**config.mk**
```make
export PLATFORM = sky130hd
export DESIGN_NAME = segi_queue
export DESIGN_NICKNAME = d
export VERILOG_FILES = /design/src/hdl/segi_pkg.sv /design/src/hdl/segi_queue.sv
export SDC_FILE = /design/constraint.sdc
export NUM_CORES = 1
export LEC_CHECK = 0
export ABC_AREA = 1
export ABC_CLOCK_PERIOD_IN_PS = 4450
export BUFFER_PORTS_ARGS = -buffer_cell sky130_fd_sc_hd__buf_2
export CORE_MARGIN = 1
export CORE_UTILIZATION = 60
export DETAILED_ROUTE_END_ITERATION = 12
export GPL_TIMING_DRIVEN = 0
export PLACE_DENSITY = 0.86
export SLEW_MARGIN = 30
export SYNTH_ARGS = -nofsm -noshare
export SYNTH_HDL_FRONTEND = slang
export SYNTH_SLANG_ARGS = --single-unit
```
**constraint.sdc**
```tcl
create_clock -name clk -period 4.45 [get_ports clk]
set_clock_uncertainty 0.15 [all_clocks]
set_input_delay 0.89 -clock clk [delete_from_list [all_inputs] [get_ports clk]]
set_output_delay 0.89 -clock clk [all_outputs]
set_load 0.01 [all_outputs]
```
**src/hdl/segi_pkg.sv**
```systemverilog
// ----------------------------------------------------------------------------
// segi_pkg
// Shared constants and codes for the segment intersection block.
// ----------------------------------------------------------------------------
package segi_pkg;

  // default coordinate width and fixed width of the near-zero limit register
  localparam int COORD_BITS_DEF = 16;
  localparam int LIMIT_BITS     = 35;

  // entries in the queue between front and back
  localparam int QUEUE_DEPTH    = 4;

  // result status codes
  typedef enum logic [1:0] {
    ST_HIT      = 2'd0,
    ST_PARALLEL = 2'd1,
    ST_OUTSIDE  = 2'd2
  } status_t;

  // width of one queue entry for a given coordinate width:
  // status, x0, y0, two signs, two magnitudes, z and n
  function automatic int entry_bits(input int cb);
    entry_bits = 2 + 2 * cb + 2 + 2 * cb + 2 * (2 * cb + 2);
  endfunction

endpackage

```
**src/hdl/segi_queue.sv**
```systemverilog
// ----------------------------------------------------------------------------
// segi_queue
// Short register queue that decouples the classifier from the divider.
// ----------------------------------------------------------------------------
module segi_queue #(
  parameter int EW    = 8,
  parameter int DEPTH = segi_pkg::QUEUE_DEPTH
) (
  input  logic          clk,
  input  logic          rst_n,
  input  logic          push,
  input  logic [EW-1:0] push_data,
  output logic          push_ready,
  input  logic          pop,
  output logic          pop_valid,
  output logic [EW-1:0] pop_data
);

  localparam int AW = (DEPTH > 1) ? $clog2(DEPTH) : 1;
  localparam int CNTW = $clog2(DEPTH + 1);

  logic [EW-1:0]   mem [DEPTH];
  logic [AW-1:0]   wr_ptr_r, rd_ptr_r;
  logic [CNTW-1:0] count_r;

  assign push_ready = count_r != CNTW'(DEPTH);
  assign pop_valid  = count_r != '0;
  assign pop_data   = mem[rd_ptr_r];

  // pointers and fill count
  always_ff @(posedge clk) begin
    if (!rst_n) begin
      wr_ptr_r <= '0;
      rd_ptr_r <= '0;
      count_r  <= '0;
    end else begin
      if (push) wr_ptr_r <= (wr_ptr_r == AW'(DEPTH - 1)) ? '0 : wr_ptr_r + 1'b1;
      if (pop)  rd_ptr_r <= (rd_ptr_r == AW'(DEPTH - 1)) ? '0 : rd_ptr_r + 1'b1;
      if (push && !pop)      count_r <= count_r + 1'b1;
      else if (pop && !push) count_r <= count_r - 1'b1;
    end
  end

  // storage
  always_ff @(posedge clk) begin
    if (push) mem[wr_ptr_r] <= push_data;
  end

  a_no_overflow: assert property (@(posedge clk) disable iff (!rst_n)
    push |-> (count_r != CNTW'(DEPTH)) || pop)
    else $error("queue written while full");
  a_no_underflow: assert property (@(posedge clk) disable iff (!rst_n)
    pop |-> count_r != '0)
    else $error("queue read while empty");

endmodule

```
# Word-level counts from Yosys, hierarchy flattened
# Memory sizes are Yosys's and may differ from the RTL's. A register that Yosys moved wholly into a read port is not among the register bits.
# Index checks and enable logic that the tools add are counted.
dict set report op_classes {
  eq_ne 3
  n_mux 8
  addsub 4
  n_reduce_logical 6
}
# operator count
set op_table {}
lappend op_table {{$mux W2} 4}
lappend op_table {{$mux W3} 2}
lappend op_table {{$add A2 B1 Y2 const B} 2}
lappend op_table {{$eq A2 B2 Y1 const B} 2}
lappend op_table {{$add A3 B1 Y3 const B} 1}
lappend op_table {{$ne A3 B3 Y1 const B} 1}
lappend op_table {{$reduce_bool A3 Y1} 1}
lappend op_table {{$sub A3 B1 Y3 const B} 1}
lappend op_table {{$logic_and A1 B1 Y1} 2}
lappend op_table {{$logic_not A1 Y1} 2}
lappend op_table {{$mux W1} 2}
lappend op_table {{$reduce_bool A2 Y1} 1}
dict set report word_totals {
  mem_count 1
  reg_bits 7
  mem_bits_rw 32
}
# memory words word_bits read_ports rd_clocked_by_memory_dff wr line_no
set mem_list {}
lappend mem_list {mem 4 8 1 1 1 segi_queue.sv:22} ;# logic [EW-1:0] mem [DEPTH];

# Depth between registers and ports, before layout
dict set report depth {
  ltp_word 4
  mapped_depth 10
  mapped_depth_nobuf 10
}

# Worst setup path before layout
# OpenSTA, ideal clock, no wires.
dict set report synth_path {
  path_type {input port to flip-flop}
  start {input port pop}
  end {register count_r[2]}
  t_required_ns 4.190
  arrival_ns 1.831
  setup_slack_ns 2.359
  stages 10
  path_buffers 0
  path_cell_list {inv_1 ha_1 inv_1 fa_1 inv_1 nand2_1 nand3_1 nand2_1 inv_1 nor2_1}
}
dict set report synth_via {
  elab_chain_cells 3
  elab_cells_between_ends 5
  cone_classes {1 x mux; 4 x reduce/logical}
}
# element line_no
set synth_lines {}
lappend synth_lines {{from (decl)} segi_queue.sv:14} ;# input logic pop,
lappend synth_lines {{$logic_not A1 Y1} segi_queue.sv:39} ;# if (push && !pop) count_r <= count_r + 1'b1;
lappend synth_lines {{$logic_and A1 B1 Y1} segi_queue.sv:39}
lappend synth_lines {{$mux W3 / $reduce_bool A2 Y1 (equally long branches)} -}
lappend synth_lines {{to (signal assigned)} segi_queue.sv:39}
lappend synth_lines {{to (signal assigned)} segi_queue.sv:40} ;# else if (pop && !push) count_r <= count_r - 1'b1;
lappend synth_lines {{to (decl)} segi_queue.sv:24} ;# logic [CNTW-1:0] count_r;
# Several ways; a longest one is shown, not always the timed one.
# A chain may end at the register's enable or synchronous reset.

==> results.md <==
- Status: finished, final reports clean
- Worst Path Arrival: 1.53 ns
- Detailed-router iteration count before antenna repair: 4
- CTS tree: done
- WHS: 0.400 ns
- Critical Path End: pop_data[4]
- First-pass GRT wire length: 4.82 mm
- Final hold vios: 0
- GRT overflow: 0
- Clock Tree Root: clkbuf_4
- Top cells by area, synth: edfxtp_1 (58%), dfxtp_1 (11%), o21ai_0 (4.8%)
- Ys Warns: 0
- R2R Setup Slk: around 3.0 ns
- RSZ-0062 raised after global routing: false
- Sink Count: 41
- CTS Buf Count: 5
- Sequential area share after synthesis: roughly 70%
- Tot GR Track Use: roughly a quarter
- Post_cts resized: 0
- Synthesized area: 1650 um2
- DR vias/cell: 5.63
- Gate Count Post-Synth: approximately 140
- Latest clock arrival within the worst-skew pair: 0.34 ns
- Final period utilization: between 50 and 60%
- H-tree depth: 2
- Maximum fanout along the worst path: 9
- Crit-path cells: inv_1 -> o21ai_0 -> o22ai_1 -> buf_2
- Slowest stage cell, crit path: dfxtp_1
- Post-synth top area share: between 50 and 60%
- PnR worst setup slack: 1.88 ns
- Syn_nets: 155
- Place WS: 2.05 ns
- Setup TNS: 0 ns
- Syn avg cell area: around 12 um2
- Synth Register Bits: 41
- DRC violations left: 0
- # nets final: 183
- Std cell rows: 18
- Commonest non-fill, non-tap cells in the layout: edfxtp_1 (32), buf_2 (21), nor2_1 (19)
- Synth unique cells: 18
- CP endpoint kind: output pin
- Max Fclk: approximately 0.4 GHz
- Total Wirelength: 3.14 mm
- Pin count of the biggest net entering global routing: 12
- # port buffers: 21
- Critical path class: reg -> out
- Largest area contributor in the netlist: edfxtp_1
- VDD IR max: 0.291 mV
- Fill count: 177
- Area of the multi-input gates: 423 um2
- Core box area: 2540 um2
- CP peak stage delay: 0.43 ns
- Die W: 54.5 um
- Worst slew pin tran: 0.366 ns
- Vias in the first global route: between 1000 and 1500
- Initial antenna violation count: 0
- Depth of the most critical reg-to-reg path: 4
- Wire per inst: 16.1 um
- Die Ht: ~55 um
- Required time of the worst setup path: 3.41 ns
- Max-Cap Viols: 0
- Area delta synth->final: 11.6%
- Maximum root-to-sink buffer count: 2
- Initial core utilization: roughly two thirds
- Pins Over Slew Limit: 0
- Worst-path clk slew: 0.10 ns
- ANT cells: 0
- Min Tclk post-route: 2.57 ns
- FF-to-FF End: mem[2][4]
- Design Power: a little over 0.7 mW
- Full die area: 2970 um2
- Initial drt markers: 26
- Detailed-placement wirelength estimate: 2.26 mm
- CP startpoint kind: flip-flop
- Share of post-route cells with drive strength above 1: 20.0%
- Hold_buf cts: 0
- Antenna viol nets, final: 0
- Worst reg2reg path startpoint: wr_ptr_r[0]
- Vias: 1098
- Ports: 22
- Setup Fix Bufs, Post-CTS: 0
- P_leak: 0.747 nW
- Leading cell type in the layout, fill and taps excluded: edfxtp_1
- Routability cong.: 0.675
- Reg area: 1140 um2
- Worst Hold Class: reg -> reg
- # setup viols final: 0
- PD cells: 387 nW/um2
- Normalized max-slew margin: 75.6%
worst min path at each step:
stage                          start          to  slack [ns]  cells after the start
after detailed placement  count_r[1]  count_r[1]        0.37                      2
after floorplan           count_r[1]  count_r[1]        0.33                      2
final                     count_r[1]  count_r[1]        0.40                      2
after global placement    count_r[1]  count_r[1]        0.35                      2
after global routing      count_r[1]  count_r[1]        0.43                      2
after CTS                 count_r[1]  count_r[1]        0.39                      2
critical path: cells and delay by family (launching register included):
kind / cells / cell delay, ns
compound gates: 2 / 0.33
buf+inv: 2 / 0.45
flops: 1 / 0.43
layout make-up:
type | count | share of cell area [%]
Clock buffer | 8 | 2.64
Sequential cell | 41 | 61.8
Timing Repair Buffer | 21 | 5.69
Multi-Input combinational cell | 75 | 22.9
Buffer | 2 | 1.22
Tap cell | 30 | 2.03
Inverter | 18 | 3.66
state kept, by name, summed over array words and instances, names as in the netlist, named ones only:
name,flops
rd_ptr_r,2
wr_ptr_r,2
count_r,3
mem,32
Yosys cell counts:
cell and count:
nor3_1 2, nand2_1 8, dfxtp_1 9, ha_1 6, nand4_1 1, a21oi_1 5, nor2_2 2, o22ai_1 8
inv_1 17, buf_6 2, o21ai_2 2, nand3_1 3, o21ai_0 16, inv_2 1, fa_1 1, nor2_1 19
edfxtp_1 32, o21ai_1 2
metrics by stage:
stage,std cells,area [um2],util [%]
CTS,195,1850,72.5
global route,195,1850,72.5
global placement,187,1800,70.6
finish,195,1850,72.5
floorplan,136,1650,-
detailed placement,187,1800,70.6
logic make-up (layout without fill, tap and decap cells):
| kind of cell | Yosys count | in the layout | synth area share, % |
|---|---|---|---|
| compound gates | 33 | 33 | 11.0 |
| fa+ha+maj | 7 | 7 | 5.75 |
| buf+inv | 20 | 49 | 5.45 |
| simple gates | 35 | 35 | 8.77 |
| flops | 41 | 41 | 69.0 |
per-layer routing:
layer  GRT usage (%)  vias to the layer above  share of wire (%)
li1                -                      529                  -
met1            27.5                      542                 41
met2            44.9                       25                 54
met3            8.33                        2                4.1
met4            11.5                        0               0.86
met5               0                        -                  0
power by group:
| group | switching (mW) | internal [mW] |
|---|---|---|
| combinational | 0.0604 | 0.0370 |
| clock | 0.107 | 0.0630 |
| sequential | 0.0127 | 0.433 |
| total | 0.180 | 0.533 |
Power figures use the tool's default switching activity.
